**config.mk**
```make
export PLATFORM = sky130hd
export DESIGN_NAME = hrpd_scale
export DESIGN_NICKNAME = d
export VERILOG_FILES = /design/src/rtl/core/hrpd_pkg.sv /design/src/rtl/core/hrpd_scale.sv
export SDC_FILE = /design/constraint.sdc
export NUM_CORES = 2
export LEC_CHECK = 0
export ABC_AREA = 1
export BUFFER_PORTS_ARGS = -buffer_cell sky130_fd_sc_hd__buf_2
export CAP_MARGIN = 30
export CORE_MARGIN = 2
export CORE_UTILIZATION = 55
export DETAILED_ROUTE_END_ITERATION = 6
export PLACE_DENSITY_LB_ADDON = 0.05
export REMOVE_ABC_BUFFERS = 1
export SYNTH_ARGS = -nofsm -noshare
export SYNTH_HDL_FRONTEND = slang
export SYNTH_SLANG_ARGS = --single-unit
```
**constraint.sdc**
```tcl
create_clock -name clk -period 9 [get_ports clk]
set_input_delay 0.45 -clock clk [delete_from_list [all_inputs] [get_ports clk]]
set_output_delay 0.45 -clock clk [all_outputs]
set_load 0.005 [all_outputs]
```
**src/rtl/core/hrpd_pkg.sv**
```systemverilog
// Shared widths, constants and types for the HSV to RGB PWM duty pipeline.
package hrpd_pkg;

	// pipeline depth, accept to result
	localparam int NUM_STAGES = 7;
	localparam int NUM_CH     = 3;

	// port widths
	localparam int HUE_W   = 16;
	localparam int SAT_W   = 13;
	localparam int BRT_W   = 14;
	localparam int DUTY_W  = 16;
	localparam int FS_W    = 16;
	localparam int CFG_IDX_W = 2;

	// internal widths
	localparam int V_W     = 13;	// clamped value, 0..4096
	localparam int V2_W    = 25;	// value squared, up to 2^24
	localparam int C_W     = 37;	// chroma, up to 2^36
	localparam int H_W     = 15;	// hue after mod 23040
	localparam int FRAC_W  = 12;	// position inside sector, < 3840
	localparam int SECT_W  = 3;
	localparam int NUM_W   = 48;	// channel numerator, up to 3840 * 2^36
	localparam int HALF_W  = 24;
	localparam int PP_W    = HALF_W + FS_W;
	localparam int G_W     = 20;	// numerator * full scale >> 44
	localparam int RECIP_W = 21;

	localparam logic [V_W-1:0]    Q_ONE      = 13'd4096;
	localparam logic [HUE_W-1:0]  HUE_TURN   = 16'd23040;
	localparam logic [HUE_W-1:0]  HUE_TURN2  = 16'd46080;
	localparam logic [H_W-1:0]    HUE_SECTOR = 15'd3840;
	localparam logic [FRAC_W-1:0] SECTOR_LEN = 12'd3840;
	// ceil(2^24 / 15): exact quotient for any dividend below 2^20
	localparam logic [RECIP_W-1:0] RECIP_15  = 21'd1118482;

	// register map
	localparam logic [CFG_IDX_W-1:0] REG_RED   = 2'd0;
	localparam logic [CFG_IDX_W-1:0] REG_GREEN = 2'd1;
	localparam logic [CFG_IDX_W-1:0] REG_BLUE  = 2'd2;

	typedef logic [NUM_W-1:0] num_t;
	typedef logic [DUTY_W-1:0] duty_t;

	// what a channel carries inside a hue sector
	typedef enum logic [1:0] {
		ROLE_PRIM,
		ROLE_SEC,
		ROLE_ZERO
	} role_t;

	typedef struct packed {
		role_t r;
		role_t g;
		role_t b;
	} roles_t;

endpackage

```
**src/rtl/core/hrpd_scale.sv**
```systemverilog
// Stages 5-7: one channel, duty = floor(num * full / (2^44 * 15)).
module hrpd_scale (
	input  logic                         clk,
	input  logic [hrpd_pkg::NUM_W-1:0]   f_s4,
	input  logic [hrpd_pkg::FS_W-1:0]    full_scale,
	input  logic                         en_s5,
	input  logic                         en_s6,
	input  logic                         en_s7,
	output logic [hrpd_pkg::DUTY_W-1:0]  duty_s7
);
	import hrpd_pkg::*;

	logic [PP_W-1:0]          lo_s5;
	logic [PP_W-1:0]          hi_s5;
	logic [63:0]              sum;
	logic [G_W-1:0]           g_s6;
	logic [G_W+RECIP_W-1:0]   qprod;

	// stage 5: 48x16 split into two 24x16 partial products
	always_ff @(posedge clk) begin
		if (en_s5) begin
			lo_s5 <= f_s4[HALF_W-1:0] * full_scale;
			hi_s5 <= f_s4[NUM_W-1:HALF_W] * full_scale;
		end
	end

	// stage 6: recombine, drop 2^44
	always_comb begin
		sum   = {hi_s5, {HALF_W{1'b0}}} + {{HALF_W{1'b0}}, lo_s5};
		qprod = g_s6 * RECIP_15;
	end

	always_ff @(posedge clk) begin
		if (en_s6) begin
			g_s6 <= sum[63:44];
		end
	end

	// stage 7: divide by 15 through reciprocal
	always_ff @(posedge clk) begin
		if (en_s7) begin
			duty_s7 <= qprod[24 +: DUTY_W];
		end
	end

endmodule
```
Word level (Yosys, flattened, before mapping)

Index checks and enable logic that the tools add are counted.

Add/sub/neg operators: 1
$mul: 3

Operators with widths:

| kind                     | number |
|---|---|
| $mul A24 B16 Y40         | 2 |
| $add A64 B40 Y64         | 1 |
| $mul A20 B20 Y39 const B | 1 |

Register bits after elaboration: 116
Output and inout port bits: 16

Logic depth before layout (Yosys ltp)

Depth in word-level cells: 1
Depth in mapped cells: 28
Depth with buffers taken out: 27

Worst setup path before layout

Ideal clock, no wire load.

Path kind: input to register
Start point: in full_scale[4] in the netlist's numbering
End point: reg hi_s5[36] (data pin)
Arrival time: 5,450 ps
Required time: 8,748 ps
Setup slack: 3,298 ps
Stages on the path: 24
Path buffers: 2
Cells stage by stage: clkbuf_1 -> buf_1 -> nand2_1 -> fa_1 -> inv_1 -> fa_1 -> inv_1 -> fa_1 -> inv_1 -> fa_1 -> fa_1 -> inv_1 -> fa_1 -> inv_1 -> ha_1 -> a21oi_1 -> nor2_1 -> nor2_1 -> a21boi_0 -> nor2_1 -> nor2_1 -> nand2_1 -> nand2_1 -> nand2_1

Word-level cells in the longest chain between the ends: 1

RTL lines:

| what                   | RTL line         | text |
|---|---|---|
| start: declaration     | hrpd_scale.sv:5  | `input logic [hrpd_pkg::FS_W-1:0] full_scale,` |
| $mul A24 B16 Y40       | hrpd_scale.sv:23 | `hi_s5 <= f_s4[NUM_W-1:HALF_W] * full_scale;` |
| end signal: assignment | hrpd_scale.sv:23 |  |
| end: declaration       | hrpd_scale.sv:14 | `logic [PP_W-1:0] hi_s5;` |

Every way passes these cells.
A chain may end at the register's enable or synchronous reset.

Worst setup path after layout

Start point: in full_scale[4] in the netlist's numbering
End point: reg hi_s5[37] (data pin)

Same word-level chain as after synthesis.

==> impl_results.md <==
* Die Span Y at 255 µm
* Commonest non-fill, non-tap cell in the layout: nand2_1
* CP arrival at around 6400 ps
* Largest family of logic cells by synthesized area: adder cells
* Post-synthesis cell type count at 37
* Synth Register Bits at 92
* # diodes at 0
* Critical path endpoint: hi_s5[37]
* HPWL after DPL at ~74000 µm
* Setup Fix Bufs, Post-CTS at 0
* Compound-Gate Fraction of Synth Area at 0.0454
* Nets at about 5600
* Starting DRT DRC Count at 1730
* Type of the most critical hold path: in -> reg
* Tcrit/Tclk final at 0.692
* I/O Pins at 84
* Post-Synth XOR/XNOR Area at 0.0112
* Status: finished, final reports clean
* R2R cell count at 18
* Cells after Synth at 4609
* Num CTS Buffers at 9
* FP Rows at 91
* Number of synthesized flops with an enable pin at 92
* First-pass GRT wire length at 149000 µm
* Worst r2r src: g_s6[4]
* Initial Util at 0.558
* CP max FO at 34
* Placer Congestion at between 0.9 and 1
* DIE AREA at around 65000 µm²
* Synth Area in Simple Gates at 0.197
* Vias per Instance at ~5.2
* Startpoint Class: primary input
* Max Slew Vio Count at 0
* Worst rel slew slack at 0.373
* Vias in the first global route at approximately 29000
* Unrepaired setup endpoints after global routing: false
* Async set-reset flop share out of synthesis at 0
* Final WL at 88000 µm
* DRT Pass-1 Iters at 6
* Post-synthesis sequential area ratio at 0.0800
* Post-synthesis mux area share at 0
* Drt wl/cell at around 16 µm
* Clock root cell: clkbuf_16
* Share of layout cells above drive strength 1 at 0.0294
* Worst skew pair latency at 370 ps
* Max Clk Rate at around 0.16 GHz
* Clock sink count at between 90 and 100
* CP Capture Type: flip-flop
* Setup crit start: full_scale[4]
* Post-synthesis adder-cell area fraction at 0.507
* Core box area at approximately 62000 µm²
* Primary flip-flop cell chosen by synthesis mapping: edfxtp_1
* YS warnings at 0
* Die Wd at ~250 µm
* Tmin final at about 6200 ps
* Antenna-violating nets left at 0
* CTS tree: built
* Htree depth at 3
* Vias post-DR at approximately 28000
* Setup TNS at 0 ps
* Largest net degree at the start of global routing at 57
* Tightest Pin Transition at about 940 ps
* Final setup fails at 0
* Final hold vios at 0
* PostCTS Resize Cnt at 0
* Worst-path clk slew at approximately 80 ps
* Port bufs at 83
* Syn Area/Cell at 7.49 µm²
* Mapped cell area at roughly 35000 µm²
* Most frequent cells in the layout: nand2_1 (1285), inv_1 (1283), fa_1 (645), ha_1 (369), nor2_1 (208)
* Area grow syn2layout at 3.59%
* Initial antenna violation count at 0
* Cts hold-fix bufs at 0
* Reg2reg end: duty_s7[15]
* Drt drc at 0
* Maximum root-to-sink buffer count at 2
* Max Cap Viol at 0
* Clock Skew at 9.96 ps
* Total gr overflow at 0
* Worst Path Required at 9130 ps
* GRT Total Usage at 0.289
* Worst reg-to-reg setup slack at 4140 ps
* Critical path class: in -> reg
==> stage by stage <==
step | instance area, µm² | hold slack, ps | util | setup WS, ps | cells
detailed placement | 35500 | 604 | 0.573 | 2460 | 5372
CTS | 35800 | 511 | 0.578 | 2850 | 5388
floorplan | 33900 | 535 | - | 3900 | 4435
global route | 35800 | 532 | 0.578 | 2430 | 5388
global placement | 35500 | 601 | 0.573 | 2500 | 5372
finish | 35800 | 518 | 0.578 | 2780 | 5388
==> synthesized netlist by cell type (3+ instances only) <==
cell type / n / area [µm²]
fa_1: 645 / 12900
clkbuf_1: 161 / 604
o21bai_1: 19 / 143
inv_2: 3 / 11.3
xor2_1: 37 / 324
o21a_1: 9 / 67.6
o21ai_0: 82 / 410
nor2_2: 5 / 31.3
nand4_1: 32 / 200
nand2_1: 1285 / 4820
o211ai_1: 3 / 22.5
a21oi_1: 145 / 726
nand3b_1: 4 / 30.0
and2_1: 5 / 31.3
edfxtp_1: 92 / 2760
nand2_2: 3 / 18.8
inv_1: 1283 / 4820
a21boi_0: 7 / 52.6
nor4_1: 6 / 37.5
o21ai_1: 6 / 30.0
nor2_1: 208 / 781
a21o_1: 11 / 82.6
ha_1: 369 / 4620
nor3_1: 46 / 230
xnor2_1: 7 / 61.3
nand3_1: 110 / 551
buf_1: 13 / 48.8
==> cell families (layout without fill, tap and decap cells) <==
| kind of cell | Yosys count | count (layout) |
|---|---|---|
| xor gates and xnor gates | 44 | 44 |
| and+or+nand+nor | 1713 | 1713 |
| AOI/OAI and AO/OA | 286 | 286 |
| buffers and inverters | 1460 | 1402 |
| DFF | 92 | 92 |
| adders and majority gates | 1014 | 1014 |
==> sequential cells by signal, indices dropped and copies added (netlist names) <==
signal and count:
duty_s7 16, g_s6 20, hi_s5 40, lo_s5 16
==> critical path, stage by stage <==
cell and delay [ps]:
buf_2 650, buf_4 360, nand2_1 110, fa_1 560
inv_1 50, fa_1 480, inv_1 50, fa_1 490
inv_1 50, fa_1 490, fa_1 490, inv_1 50
fa_1 470, inv_1 40, ha_1 330, a21oi_1 230
o21ai_0 180, a21boi_0 410, nor2_1 80, nor2_1 130
nand2_1 70, nand2_1 50, nand2_1 40
==> cell type report <==
cell class / count / area, µm²
clock buffers: 9 / 225
clock inverters: 7 / 76.3
fillers: 6117 / 26200
inverters: 1286 / 4830
multi-input cells: 3057 / 26300
flip-flops and latches: 92 / 2760
well taps: 837 / 1050
repair buffers: 100 / 543
==> metal layers <==
| layer | up-vias | global-route usage | routed length, µm |
|---|---|---|---|
| met5 | - | 0 | 0 |
| met4 | 0 | 0.0516 | 1360 |
| met3 | 104 | 0.0279 | 5340 |
| met2 | 839 | 0.487 | 40900 |
| met1 | 13600 | 0.412 | 40400 |
| li1 | 13279 | - | - |
==> how the worst min path moves through the flow <==
stage / cells past startpoint / end / from
6_report: 1 / duty_s7[7] / en_s7
3_5_place_dp: 2 / g_s6[8] / hi_s5[28]
4_1_cts: 1 / duty_s7[7] / en_s7
2_1_floorplan: 2 / g_s6[8] / hi_s5[28]
3_3_place_gp: 2 / g_s6[8] / hi_s5[28]
5_1_grt: 1 / duty_s7[7] / en_s7
Power is not shown: default switching activity piles up to over one toggle a cycle in this logic, so the estimate is an artifact.
