## config.mk

```make
export PLATFORM = sky130hd
export DESIGN_NAME = hrpd_mix
export DESIGN_NICKNAME = d
export VERILOG_FILES = /design/src/rtl/core/hrpd_pkg.sv /design/src/rtl/core/hrpd_mix.sv
export SDC_FILE = /design/constraint.sdc
export NUM_CORES = 2
export LEC_CHECK = 0
export ABC_AREA = 1
export BUFFER_PORTS_ARGS = -buffer_cell sky130_fd_sc_hd__buf_2
export CAP_MARGIN = 20
export CORE_MARGIN = 1.5
export CORE_UTILIZATION = 60
export CTS_BUF_LIST = sky130_fd_sc_hd__clkbuf_8 sky130_fd_sc_hd__clkbuf_16
export CTS_CLUSTER_DIAMETER = 200
export DETAILED_ROUTE_END_ITERATION = 10
export PLACE_DENSITY = 0.78
export SYNTH_ARGS = -nofsm -noshare
export SYNTH_HDL_FRONTEND = slang
export SYNTH_SLANG_ARGS = --single-unit
```

## constraint.sdc

```tcl
create_clock -name clk -period 10.95 [get_ports clk]
set_input_delay 2.19 -clock clk [delete_from_list [all_inputs] [get_ports clk]]
set_output_delay 2.19 -clock clk [all_outputs]
set_load 0.005 [all_outputs]
```

## src/rtl/core/hrpd_pkg.sv

```systemverilog
// Shared widths, constants and types for the HSV to RGB PWM duty pipeline.
package hrpd_pkg;

	// pipeline depth, accept to result
	localparam int NUM_STAGES = 7;
	localparam int NUM_CH     = 3;

	// port widths
	localparam int HUE_W   = 16;
	localparam int SAT_W   = 13;
	localparam int BRT_W   = 14;
	localparam int DUTY_W  = 16;
	localparam int FS_W    = 16;
	localparam int CFG_IDX_W = 2;

	// internal widths
	localparam int V_W     = 13;	// clamped value, 0..4096
	localparam int V2_W    = 25;	// value squared, up to 2^24
	localparam int C_W     = 37;	// chroma, up to 2^36
	localparam int H_W     = 15;	// hue after mod 23040
	localparam int FRAC_W  = 12;	// position inside sector, < 3840
	localparam int SECT_W  = 3;
	localparam int NUM_W   = 48;	// channel numerator, up to 3840 * 2^36
	localparam int HALF_W  = 24;
	localparam int PP_W    = HALF_W + FS_W;
	localparam int G_W     = 20;	// numerator * full scale >> 44
	localparam int RECIP_W = 21;

	localparam logic [V_W-1:0]    Q_ONE      = 13'd4096;
	localparam logic [HUE_W-1:0]  HUE_TURN   = 16'd23040;
	localparam logic [HUE_W-1:0]  HUE_TURN2  = 16'd46080;
	localparam logic [H_W-1:0]    HUE_SECTOR = 15'd3840;
	localparam logic [FRAC_W-1:0] SECTOR_LEN = 12'd3840;
	// ceil(2^24 / 15): exact quotient for any dividend below 2^20
	localparam logic [RECIP_W-1:0] RECIP_15  = 21'd1118482;

	// register map
	localparam logic [CFG_IDX_W-1:0] REG_RED   = 2'd0;
	localparam logic [CFG_IDX_W-1:0] REG_GREEN = 2'd1;
	localparam logic [CFG_IDX_W-1:0] REG_BLUE  = 2'd2;

	typedef logic [NUM_W-1:0] num_t;
	typedef logic [DUTY_W-1:0] duty_t;

	// what a channel carries inside a hue sector
	typedef enum logic [1:0] {
		ROLE_PRIM,
		ROLE_SEC,
		ROLE_ZERO
	} role_t;

	typedef struct packed {
		role_t r;
		role_t g;
		role_t b;
	} roles_t;

endpackage

```

## src/rtl/core/hrpd_mix.sv

```systemverilog
// Stages 3-4: per-channel sector mix, numerator = V2*4096*3840 - C*a.
module hrpd_mix (
	input  logic                                        clk,
	input  logic [hrpd_pkg::C_W-1:0]                    c_s2,
	input  logic [hrpd_pkg::V2_W-1:0]                   v2_s2,
	input  logic [hrpd_pkg::SECT_W-1:0]                 sect_s2,
	input  logic [hrpd_pkg::FRAC_W-1:0]                 frac_s2,
	input  logic                                        en_s3,
	input  logic                                        en_s4,
	output logic [hrpd_pkg::NUM_CH-1:0][hrpd_pkg::NUM_W-1:0] f_s4
);
	import hrpd_pkg::*;

	roles_t                          roles;
	role_t  [NUM_CH-1:0]             role_v;
	logic   [FRAC_W-1:0]             sec_a;
	logic   [NUM_CH-1:0][FRAC_W-1:0] a;
	logic   [NUM_CH-1:0][C_W+FRAC_W-1:0] prod;
	logic   [V2_W+3:0]               v15;
	num_t                            base_s3;
	num_t   [NUM_CH-1:0]             p_s3;

	// roles per sector; out-of-range sectors never occur and fall to sector 5
	always_comb begin
		case (sect_s2)
			3'd0:    roles = '{r: ROLE_PRIM, g: ROLE_SEC,  b: ROLE_ZERO};
			3'd1:    roles = '{r: ROLE_SEC,  g: ROLE_PRIM, b: ROLE_ZERO};
			3'd2:    roles = '{r: ROLE_ZERO, g: ROLE_PRIM, b: ROLE_SEC};
			3'd3:    roles = '{r: ROLE_ZERO, g: ROLE_SEC,  b: ROLE_PRIM};
			3'd4:    roles = '{r: ROLE_SEC,  g: ROLE_ZERO, b: ROLE_PRIM};
			default: roles = '{r: ROLE_PRIM, g: ROLE_ZERO, b: ROLE_SEC};
		endcase
		role_v[0] = roles.r;
		role_v[1] = roles.g;
		role_v[2] = roles.b;

		// a = 3840 - x, x = t*3840 in even sectors, (1-t)*3840 in odd
		sec_a = sect_s2[0] ? frac_s2 : (SECTOR_LEN - frac_s2);
		for (int ch = 0; ch < NUM_CH; ch++) begin
			case (role_v[ch])
				ROLE_PRIM: a[ch] = '0;
				ROLE_SEC:  a[ch] = sec_a;
				default:   a[ch] = SECTOR_LEN;
			endcase
			prod[ch] = c_s2 * a[ch];
		end
		v15 = v2_s2 * 4'd15;
	end

	// stage 3
	always_ff @(posedge clk) begin
		if (en_s3) begin
			base_s3 <= {v15[27:0], 20'd0};
			for (int ch = 0; ch < NUM_CH; ch++) begin
				p_s3[ch] <= prod[ch][NUM_W-1:0];
			end
		end
	end

	// stage 4: never negative, C*a <= V2*4096*3840
	always_ff @(posedge clk) begin
		if (en_s4) begin
			for (int ch = 0; ch < NUM_CH; ch++) begin
				f_s4[ch] <= base_s3 - p_s3[ch];
			end
		end
	end

endmodule

```

# Yosys cells after proc, flatten, opt, wreduce, memory -nomap -nowiden
# Cells that the tools add are included.
totals:
  regBits: 316
  output_inout_bits: 144
  elab_cells: 31
op_classes:
  addsub: 4
  n_mul: 4
  n_eq_ne: 7
  mux: 5
  reduce_logical: 4
ops:
  columns: ["op", "count"]
  rows:
  - ["$mul 37x12->48", 3]
  - ["$sub 48x48->48", 3]
  - ["$pmux 12 s2", 3]
  - ["$pmux 6 s5", 1]
  - ["$mul 25x4->28 const B", 1]
  - ["$mux 12", 1]
  - ["$sub 12x12->12 const A", 1]
  - ["$eq 2x1->1 const B", 3]
  - ["$eq 3x2->1 const B", 2]
  - ["$logic_not 2->1", 3]
  - ["$eq 3x1->1 const B", 1]
  - ["$eq 3x3->1 const B", 1]
  - ["$logic_not 3->1", 1]

# Depth between registers and ports, before layout
depth:
  depth_word: 5
  mapped_depth: 37

# Least setup slack after synthesis
# No wires, ideal clock.
synth_path:
  kind: "input-to-reg"
  start: "input frac_s2[0] (netlist bit)"
  end: "register p_s3[117] (netlist bit), data pin"
  setup_ns: 0.252
  arrival_time_ns: 7.451
  path_slack_ns: 3.247
  stages: 27
  cell_sequence: "inv_1 > ha_1 > nand2_1 > o21ai_0 > xor2_1 > inv_1 > nor2_2 > buf_2 > nand2_1 > fa_1 > fa_1 > fa_1 > inv_1 > fa_1 > inv_1 > fa_1 > inv_1 > ha_1 > nand2_1 > o21ai_0 > nand2_1 > nand3_1 > inv_1 > o21ai_0 > nand2_1 > nand3_1 > nand2_1"
synth_rtl:
  columns: ["element", "line_no", "source"]
  rows:
  - ["from (decl)", "hrpd_mix.sv:7", "input logic [hrpd_pkg::FRAC_W-1:0] frac_s2,"]
  - ["to (signal, indexed assignment)", "hrpd_mix.sv:55", "p_s3[ch] <= prod[ch][NUM_W-1:0];"]
  - ["to (decl)", "hrpd_mix.sv:21", "num_t [NUM_CH-1:0] p_s3;"]

==> out/results.ini <==
[clock_tree]
postCtsHoldBufs=0
clock_sinks=316
clockBufferDepth=3
cts_tree=built
clk_latency_ps=570
htree_levels=2
postCtsSetupRepairBufs=0
cts_root_buffer=clkbuf_16
cts_resized=0
clkTransAtPathRegs_ps=70
numCtsBuffers=35

[synthesis]
ys_seq_area_share_pct=15.1
yosysMostFrequentCell=nand2_1
synth-seq-cells=316
syn_nets=9514
synth-edff-count=316
synth_top_family_by_area=adder cells
yosysWarnings=0
synth_area_leaders=fa_1, edfxtp_1, nand2_1, inv_1, ha_1
async_reset_ff_share_pct=0
yosysUniqueCellTypes=50
synth_top_area_share_pct=34.9
yosys.area_share.simple_pct=20.9
synth_area_um2=62800
synth_common_cells=nand2_1, inv_1, fa_1
synthFlopType=edfxtp_1
syn_inst=7973
avgSynthCellArea_um2=7.87
synth_compound_area_share_pct=5.88
yosys.area_share.adder_pct=42.2
yosysTopAreaCell=fa_1
synthXorXnorAreaFrac_pct=3.49
synthMuxAreaShare_pct=0

[floorplanning]
die_w_um=326
initial_core_util_pct=60.6
io_pins=224
core_area_um2=104000
rows=118
dieArea_um2=107000
die_y_um=326

[drt]
vias_per_cell=5.75
drt_iter0_markers=5794
routed_wl_um=208000
wl_per_cell_um=22.0
drc_errors=0
first_pass_iters=6
ant_nets=0
via_count=54500

[power]
cellLeakagePower_nw=32.7
p_per_area_nw_per_um2=334
ir_drop_mv=0.254

[critical_path]
cp.arrival_ps=9500
startpoint_type=input pin
crit_type=input pin to flip-flop
cp-end-kind=flip-flop
crit_fanout=30
required_ps=11240

[global_route]
grt_use_met3_pct=8.19
grt_pass1_vias=55100
grt_max_degree=77
met2_usage_pct=59.4
grt_antenna_before_repair=8
grt_pass1_wl_um=320000
grt-ovfl-total=0
grt_use_met1_pct=56.0
gr-max-usage-layer=met2
grtUsageTotal_pct=39.7

[sta]
rsz0062_at_grt=no
min_period_ps=9210
setup_ws_ps=1740
max_freq_mhz=109
fin_skew_ps=36.3
post-route-period-util_pct=84.1
finalHoldViolCount=0
max_slew.worst_pin.slew_ps=1170
finalSetupViolations=0
hold_ws_ps=609
setup_tns_ps=0
drv_slew=0
slew_headroom_pct=22.1

[placed_design]
globalplace.congestion=1.05
port_buffers=223
dp_hpwl_um=172000
place_ws_ps=1490

[layout]
nFillCells=9288
regArea_um2=9490
final_nets=9606
syn_to_final_growth_pct=5.46
drive_gt1_share_pct=4.94
multi_input_area_um2=45500

[job]
maxCapViolCount=0

[min_path]
hp-class=flip-flop to flip-flop

[run_status]
status=complete, no violations

[report_power, final]
part	leakage, nW	internal [mW]	switching (mW)
registers	3.09	2.59	0.379
logic	29.0	5.71	12.2
clock network	0.553	0.644	0.536
[through the flow]
stage / instance area, µm² / power (mW) / utilization (%) / std cells
floorplan: 62800 / 14.2 / - / 7973
global placement: 65100 / 20.1 / 62.8 / 9407
detailed placement: 65100 / 20.2 / 62.8 / 9407
CTS: 66200 / 21.5 / 63.9 / 9470
global route: 66200 / 23.8 / 63.9 / 9472
finish: 66200 / 22.1 / 63.9 / 9475
[worst max-delay path, stage by stage]
cell	delay (ps)
buf_2	120
inv_1	200
ha_1	220
nand2_1	100
nor2_1	200
nand2_1	70
nand2_1	70
xor2_1	170
inv_1	210
nor2_4	720
nand2_1	180
fa_1	570
inv_1	50
fa_1	560
fa_1	440
fa_1	490
inv_1	50
fa_1	510
inv_1	50
ha_1	440
a21oi_1	470
o21ai_0	270
a21boi_0	280
o21ai_0	180
a21oi_1	360
xnor2_1	300
[cell families after synthesis]
family,count (synthesis)
adders and majority gates,1461
AOI/OAI and AO/OA,653
and+or+nand+nor,3263
DFF,316
xor gates and xnor gates,250
buffers and inverters,2030
[per-layer routing]
layer | wire length (µm) | up-vias | part of all wire, %
met1 | 84400 | 26500 | 41
met3 | 24000 | 528 | 12
met2 | 88400 | 3312 | 42
met5 | 23 | - | 0.011
li1 | - | 24100 | -
met4 | 11600 | 6 | 5.6
[worst paths after layout]
| check | startpoint | endpoint | slack, ps | cells past startpoint |
|---|---|---|---|---|
| min reg2reg | p_s3[52] | f_s4[52] | 610 | 1 |
| max | frac_s2[0] | p_s3[78] | 1740 | 26 |
| max reg2reg | base_s3[37] | f_s4[142] | 8210 | 10 |
| min | p_s3[52] | f_s4[52] | 610 | 1 |
[area by class of cell]
type	count	area share [%]
multi-input cells	5627	68.8
clock buffers	35	1.32
well taps	1380	2.61
repair buffers	277	2.33
clock inverters	28	0.350
inverters	1808	10.3
flip-flops and latches	316	14.3
diodes	4	0.0151
[registers in the layout, summed over array words and instances, names as in the netlist]
name     count
f_s4       144
p_s3       144
base_s3     28
[cell usage in the layout (no fill, tap or decap), types with 10 or more instances in the layout]
| cell | synthesis | layout |
|---|---|---|
| nor3_1 | 84 | 84 |
| buf_4 | 7 | 53 |
| nand4_1 | 65 | 65 |
| inv_2 | 10 | 10 |
| nor2_1 | 915 | 906 |
| clkbuf_16 | 0 | 35 |
| ha_1 | 367 | 367 |
| clkinv_1 | 30 | 34 |
| o21ai_0 | 171 | 171 |
| inv_1 | 1767 | 1771 |
| buf_2 | 78 | 221 |
| a21o_1 | 38 | 38 |
| a31oi_1 | 25 | 25 |
| o211ai_1 | 16 | 16 |
| a21boi_0 | 16 | 16 |
| nor2_2 | 10 | 13 |
| fa_1 | 1094 | 1094 |
| nor2_4 | 10 | 16 |
| a21oi_1 | 302 | 302 |
| nor4_1 | 12 | 12 |
| nand3_1 | 237 | 237 |
| o21a_1 | 13 | 13 |
| xnor2_1 | 70 | 70 |
| xor2_1 | 180 | 180 |
| o21bai_1 | 57 | 57 |
| edfxtp_1 | 316 | 316 |
| nand2_1 | 1894 | 1894 |
No activity file was read; power rests on OpenSTA's default activity.
