## src/rtl/core/hrpd_pkg.sv

```systemverilog
// Shared widths, constants and types for the HSV to RGB PWM duty pipeline.
package hrpd_pkg;

	// pipeline depth, accept to result
	localparam int NUM_STAGES = 7;
	localparam int NUM_CH     = 3;

	// port widths
	localparam int HUE_W   = 16;
	localparam int SAT_W   = 13;
	localparam int BRT_W   = 14;
	localparam int DUTY_W  = 16;
	localparam int FS_W    = 16;
	localparam int CFG_IDX_W = 2;

	// internal widths
	localparam int V_W     = 13;	// clamped value, 0..4096
	localparam int V2_W    = 25;	// value squared, up to 2^24
	localparam int C_W     = 37;	// chroma, up to 2^36
	localparam int H_W     = 15;	// hue after mod 23040
	localparam int FRAC_W  = 12;	// position inside sector, < 3840
	localparam int SECT_W  = 3;
	localparam int NUM_W   = 48;	// channel numerator, up to 3840 * 2^36
	localparam int HALF_W  = 24;
	localparam int PP_W    = HALF_W + FS_W;
	localparam int G_W     = 20;	// numerator * full scale >> 44
	localparam int RECIP_W = 21;

	localparam logic [V_W-1:0]    Q_ONE      = 13'd4096;
	localparam logic [HUE_W-1:0]  HUE_TURN   = 16'd23040;
	localparam logic [HUE_W-1:0]  HUE_TURN2  = 16'd46080;
	localparam logic [H_W-1:0]    HUE_SECTOR = 15'd3840;
	localparam logic [FRAC_W-1:0] SECTOR_LEN = 12'd3840;
	// ceil(2^24 / 15): exact quotient for any dividend below 2^20
	localparam logic [RECIP_W-1:0] RECIP_15  = 21'd1118482;

	// register map
	localparam logic [CFG_IDX_W-1:0] REG_RED   = 2'd0;
	localparam logic [CFG_IDX_W-1:0] REG_GREEN = 2'd1;
	localparam logic [CFG_IDX_W-1:0] REG_BLUE  = 2'd2;

	typedef logic [NUM_W-1:0] num_t;
	typedef logic [DUTY_W-1:0] duty_t;

	// what a channel carries inside a hue sector
	typedef enum logic [1:0] {
		ROLE_PRIM,
		ROLE_SEC,
		ROLE_ZERO
	} role_t;

	typedef struct packed {
		role_t r;
		role_t g;
		role_t b;
	} roles_t;

endpackage

```

## src/rtl/core/hrpd_front.sv

```systemverilog
// Stages 1-2: clamp, dimming square, hue reduction, sector split, chroma.
module hrpd_front (
	input  logic                        clk,
	input  logic [hrpd_pkg::HUE_W-1:0]  hue,
	input  logic [hrpd_pkg::SAT_W-1:0]  saturation,
	input  logic [hrpd_pkg::BRT_W-1:0]  brightness,
	input  logic                        en_s1,
	input  logic                        en_s2,
	output logic [hrpd_pkg::C_W-1:0]    c_s2,
	output logic [hrpd_pkg::V2_W-1:0]   v2_s2,
	output logic [hrpd_pkg::SECT_W-1:0] sect_s2,
	output logic [hrpd_pkg::FRAC_W-1:0] frac_s2
);
	import hrpd_pkg::*;

	logic [V_W-1:0]      v_cl;
	logic [SAT_W-1:0]    sat_cl;
	logic [HUE_W-1:0]    hue_red;
	logic [2*V_W-1:0]    vsq;
	logic [V2_W-1:0]     v2_s1;
	logic [SAT_W-1:0]    sat_s1;
	logic [H_W-1:0]      h_s1;
	logic [SECT_W-1:0]   sect;
	logic [H_W-1:0]      sect_base;
	logic [H_W-1:0]      h_off;
	logic [V2_W+SAT_W-1:0] cprod;

	// stage 1
	always_comb begin
		if (brightness[BRT_W-1]) begin
			v_cl = '0;
		end else if (brightness[V_W-1:0] > Q_ONE) begin
			v_cl = Q_ONE;
		end else begin
			v_cl = brightness[V_W-1:0];
		end
		sat_cl = (saturation > Q_ONE) ? Q_ONE : saturation;
		if (hue >= HUE_TURN2) begin
			hue_red = hue - HUE_TURN2;
		end else if (hue >= HUE_TURN) begin
			hue_red = hue - HUE_TURN;
		end else begin
			hue_red = hue;
		end
		vsq = v_cl * v_cl;
	end

	always_ff @(posedge clk) begin
		if (en_s1) begin
			v2_s1  <= vsq[V2_W-1:0];
			sat_s1 <= sat_cl;
			h_s1   <= hue_red[H_W-1:0];
		end
	end

	// stage 2
	always_comb begin
		sect      = '0;
		sect_base = '0;
		for (int k = 1; k < 6; k++) begin
			if (h_s1 >= H_W'(k * 3840)) begin
				sect      = SECT_W'(k);
				sect_base = H_W'(k * 3840);
			end
		end
		h_off = h_s1 - sect_base;
		cprod = v2_s1 * sat_s1;
	end

	always_ff @(posedge clk) begin
		if (en_s2) begin
			c_s2    <= cprod[C_W-1:0];
			v2_s2   <= v2_s1;
			sect_s2 <= sect;
			frac_s2 <= h_off[FRAC_W-1:0];
		end
	end

endmodule

```

## config.mk

```make
export PLATFORM = sky130hd
export DESIGN_NAME = hrpd_front
export DESIGN_NICKNAME = d
export VERILOG_FILES = /design/src/rtl/core/hrpd_pkg.sv /design/src/rtl/core/hrpd_front.sv
export SDC_FILE = /design/constraint.sdc
export NUM_CORES = 1
export LEC_CHECK = 0
export CORE_MARGIN = 2
export CORE_UTILIZATION = 67
export CTS_CLUSTER_SIZE = 14
export DETAILED_ROUTE_END_ITERATION = 8
export DONT_BUFFER_PORTS = 1
export PLACE_DENSITY = 0.83
export SLEW_MARGIN = 10
export SYNTH_ARGS = -nofsm -noshare
export SYNTH_HDL_FRONTEND = slang
export SYNTH_SLANG_ARGS = --single-unit
```

## constraint.sdc

```tcl
create_clock -name clk -period 9.71 [get_ports clk]
set_input_delay 1.4565 -clock clk [delete_from_list [all_inputs] [get_ports clk]]
set_output_delay 1.4565 -clock clk [all_outputs]
set_load 0.05 [all_outputs]
```

Yosys cells after proc, flatten, opt, wreduce, memory -nomap -nowiden:

Index checks and enable logic that the tools add are counted.

* bits in registers: 130
* input port bits: 46
* output and inout bits: 77
* logic and storage cells: 36

* $add $sub $neg: 3
* multiply operators: 2
* magnitude comparators: 9
* multiplexer cells: 13
* reductions and logical operators: 1

Operators by type and width (number)
* $mux W12: 5
* $mul A25 B13 Y37: 1
* $ge A15 B14 Y1 const B: 2
* $mux W15: 2
* $gt A13 B13 Y1 const B: 2
* $mux W13: 2
* $mul A13 B13 Y25: 1
* $ge A16 B15 Y1 const B: 1
* $ge A16 B16 Y1 const B: 1
* $ge A15 B12 Y1 const B: 1
* $ge A15 B13 Y1 const B: 1
* $ge A15 B15 Y1 const B: 1
* $sub A15 B14 Y15 const B: 1
* $sub A15 B15 Y15 const B: 1
* $sub A12 B12 Y12: 1
* $mux W3: 2
* $mux W1: 2
* $reduce_or A2 Y1: 1

Longest topological paths before layout:

* depth after elaboration: 7
* gate-level depth with buffers: 26
* mapped depth without buffers: 23

Worst setup path after synthesis:

Ideal clock, no wire load.

* path kind: input -> register
* start point: in brightness[6] (netlist bit)
* end point: reg v2_s1[23], data pin
* library setup time: 0.262 ns
* arrival: 6.933 ns
* required time: 9.448 ns
* path slack: 2.516 ns
* stages: 23
* buffers on the path: 2
* cell sequence: clkbuf_1 -> nor4_1 -> a31oi_1 -> nor2_1 -> and2_1 -> clkbuf_1 -> nand2_1 -> fa_1 -> fa_1 -> inv_1 -> fa_1 -> fa_1 -> inv_1 -> fa_1 -> inv_1 -> ha_1 -> a21oi_1 -> o221ai_1 -> a31oi_1 -> a21oi_1 -> a41oi_1 -> o21ai_1 -> xor2_1

* longest elaborated chain between the ends: 4

RTL lines
* start, declared: line hrpd_front.sv:6 `input logic [hrpd_pkg::BRT_W-1:0] brightness,`
* $gt A13 B13 Y1: line hrpd_front.sv:32 `end else if (brightness[V_W-1:0] > Q_ONE) begin`
* $mux W13 (*): line hrpd_front.sv:32
* $mux W13 (*): line hrpd_front.sv:30 `if (brightness[BRT_W-1]) begin`
* $mul A13 B13 Y25 (*): line hrpd_front.sv:45 `vsq = v_cl * v_cl;`
* via vsq[23]: line hrpd_front.sv:19 `logic [2*V_W-1:0] vsq;`
* end signal, assigned: line hrpd_front.sv:50 `v2_s1 <= vsq[V2_W-1:0];`
* end, declared: line hrpd_front.sv:20 `logic [V2_W-1:0] v2_s1;`

The timed path passes the listed nets; every way through them passes the cells marked *.
A chain may end at the register's enable or synchronous reset.

Final worst setup path:

* start point: in brightness[7] (netlist bit)
* end point: reg v2_s1[21], data pin

Same word-level chain as after synthesis.

==> flow_summary.yaml <==
sta:
  slew-limit-headroom_pct: 27.4
  finalCritPeriodShare_pct: 71.6
  hold_viol: 0
  setup_viol: 0
  fmax_mhz: 144
  finalMaxSlewViolations: 0
  worst_slew_pin_slew_ns: 1.09
  fin_skew_ns: 0.0154
  grt_setup_unrepaired: "false"
  tns_ns: 0
  fin_crit_ns: 6.95
critical_path:
  worstPathArrival_ns: 7.14
  r2r_start: "sat_s1[4]$_SDFFCE_PN0P_"
  worstSetupStartpointType: "input port"
  cp_slowest_cell: "fa_1"
  crit_chain: "nor4_1 > a31oi_1 > nor2_1 > buf_4 > and2_1 > nand2_1 > fa_1 > fa_1 > inv_1 > fa_1 > fa_1 > inv_1 > fa_1 > inv_1 > ha_1 > a21oi_1 > o221ai_1 > a31oi_1 > a21oi_1 > a41oi_1 > a21oi_1 > xor2_1"
  path_class: "input port to flop"
  startpoint: "brightness[7]"
  cp_common_cell: "fa_1"
  cpPeakStageDelay_ns: 0.54
  cp.required_ns: 9.90
  cp-end-kind: "flop"
  r2r_end: "c_s2[33]$_DFFE_PP_"
  rrSetupSlack_ns: 2.98
  ff2ff_path_depth: 17
  crit_fanout: 18
placed_design:
  dpl.hpwl_microns: 32400
  port_buffers: 0
  gp_congestion: 0.920
final_layout:
  fill_cells: 1941
  drive_gt1_share_pct: 2.43
  layout_common_cells: "401 x inv_1, 342 x fa_1, 272 x nand2_1, 155 x ha_1, 134 x and2_1"
  layout_commonest_cell: "inv_1"
  diodes: 0
  area_growth_pct: 4.61
  nNetsFinal: 2423
floorplanning:
  die-area_sq_um: 29700
  std_cell_rows: 61
  die_w_microns: 172
  coreArea_sq_um: 27900
  initial_core_util_pct: 68.0
  die_h_microns: 172
  pin_count: 123
global_routing:
  overflow: 0
  antenna_found_initial: 0
  grt_max_degree: 77
  grt_pass1_wl_microns: 70200
  grt_pass1_vias: 14200
  grtUsageTotal_pct: 30.8
logic_synthesis:
  yosys_register_bits: 128
  synth.avg_cell_area_sq_um: 9.88
  synth_edf_count: 128
  syn-cell-area_sq_um: 19000
  synth_top_cells_by_area: "fa_1 36%, edfxtp_1 20%, ha_1 10%, inv_1 7.9%, nand2_1 5.4%"
  yosys_warnings: 0
  synth_largest_area_cell: "fa_1"
  async_flop_share_pct: 0
  synthDominantCellAreaShare_pct: 36.1
  ys_types: 57
  synth-seq-area-share_pct: 20.3
  synth_ff_type: "edfxtp_1"
  syn_inst: 1918
route:
  remaining_drc_errors: 0
  vias: 13200
  routedWlPerCell_microns: 18.8
  drtIter0Drc: 1004
  wl_microns: 42600
  drtPass1Iterations: 6
  ant_nets: 0
  viasPerCell: 5.83
min_path:
  min_path_type: "flop to flop"
  hold-path-endpoint: "frac_s2[7]$_DFFE_PP_"
  min_from: "h_s1[7]$_DFFE_PP_"
  hold_depth: 0
clock_tree:
  hold_buffers: 0
  clock_latency_ns: 0.45
  clk_pin_slew_ns: 0.07
  ctsResizeCount: 0
  cts_tree: "yes"
  cts_buffers: 17
  htreeDepth: 4
  clockBufferDepth: 2
  root_buffer: "clkbuf_16"
  clkSinkCount: 128
  cts_setup_buffers: 0
run:
  max-cap-violations: 0
status:
  status: "finished clean"
-- synthesized netlist by cell type, types with 2 or more instances --
| master | number |
|---|---|
| a41oi_1 | 2 |
| a211oi_1 | 6 |
| a31o_1 | 2 |
| o221ai_1 | 4 |
| a211o_1 | 2 |
| nor2_1 | 38 |
| o21ai_1 | 8 |
| nor2b_1 | 22 |
| and2_1 | 134 |
| or3_1 | 2 |
| fa_1 | 342 |
| o31ai_4 | 2 |
| conb_1 | 2 |
| inv_1 | 401 |
| mux2i_1 | 5 |
| a31o_2 | 5 |
| a31oi_1 | 7 |
| o31ai_1 | 3 |
| a21o_1 | 25 |
| o41ai_1 | 2 |
| nand2b_1 | 8 |
| or4_1 | 2 |
| nor4_1 | 7 |
| clkbuf_1 | 78 |
| o21a_1 | 11 |
| xor2_1 | 25 |
| o211ai_1 | 4 |
| ha_1 | 155 |
| and3_1 | 24 |
| nor3_1 | 7 |
| nand2_1 | 272 |
| xnor2_1 | 37 |
| nand3_1 | 16 |
| nand4_1 | 8 |
| and2_0 | 2 |
| o21ai_0 | 33 |
| edfxtp_1 | 128 |
| o21bai_1 | 5 |
| a21oi_1 | 64 |
-- critical path: cells and delay by family --
family | cells | cell delay, ns
buffers and inverters | 4 | 0.35
xor gates and xnor gates | 1 | 0.15
and+or+nand+nor | 4 | 0.76
adders and majority gates | 6 | 2.89
AOI/OAI and AO/OA | 7 | 1.54
-- sequential cells by signal, indices dropped and copies added (netlist names) --
| register | count |
|---|---|
| sat_s1 | 13 |
| sect_s2 | 3 |
| h_s1 | 15 |
| c_s2 | 37 |
| v2_s2 | 24 |
| frac_s2 | 12 |
| v2_s1 | 24 |
-- cells by family (layout without fill, tap and decap cells) --
logic type / after synthesis / after routing / share of synthesized area [%]
and+or+nand+nor: 549 / 549 / 14.0
xor gates and xnor gates: 62 / 62 / 2.86
other: 2 / 23 / 0.0396
muxes: 6 / 6 / 0.323
DFF: 128 / 128 / 20.3
AOI/OAI and AO/OA: 193 / 193 / 6.62
adders and majority gates: 498 / 498 / 46.4
buffers and inverters: 480 / 434 / 9.52
-- worst max-delay path by stage --
stage,endpoint,depth (start not counted),slack (ns)
after floorplan,v2_s1[23]$_DFFE_PP_,23,2.52
after global placement,v2_s1[21]$_DFFE_PP_,22,2.46
after detailed placement,v2_s1[21]$_DFFE_PP_,22,2.33
after CTS,v2_s1[21]$_DFFE_PP_,22,2.80
after global routing,v2_s1[21]$_DFFE_PP_,22,2.26
final,v2_s1[21]$_DFFE_PP_,22,2.76
-- routing by layer --
layer	share of wire, %	global-route usage [%]	up-vias
met3	8.2	6.07	155
met2	50	52.2	713
met1	38	39.0	6531
li1	-	-	5840
met5	0	0	-
met4	3.8	12.6	0
-- stage by stage --
step           hold slack [ns]  instance area, sq um  util [%]  worst slack (ns)  std cells
6_report                 0.420                 19800      71.2              2.76       2271
5_1_grt                  0.423                 19800      71.2              2.26       2271
4_1_cts                  0.421                 19800      71.2              2.80       2271
3_5_place_dp             0.405                 19200      69.0              2.33       2239
3_3_place_gp             0.401                 19200      69.0              2.46       2239
2_1_floorplan            0.400                 19000         -              2.52       1939
-- final cells by class --
cell class | count | area [sq um] | area share [%]
clock inverters | 15 | 190 | 0.959
clock buffers | 17 | 425 | 2.15
multi-input cells | 1331 | 13400 | 67.5
repair buffers | 1 | 7.51 | 0.0379
flip-flops and latches | 128 | 3840 | 19.4
inverters | 401 | 1510 | 7.59
well taps | 378 | 473 | 2.38
Power is left out: the tool's default activity adds up to more than one toggle a clock period on the data nets, which glitch-free logic cannot reach.
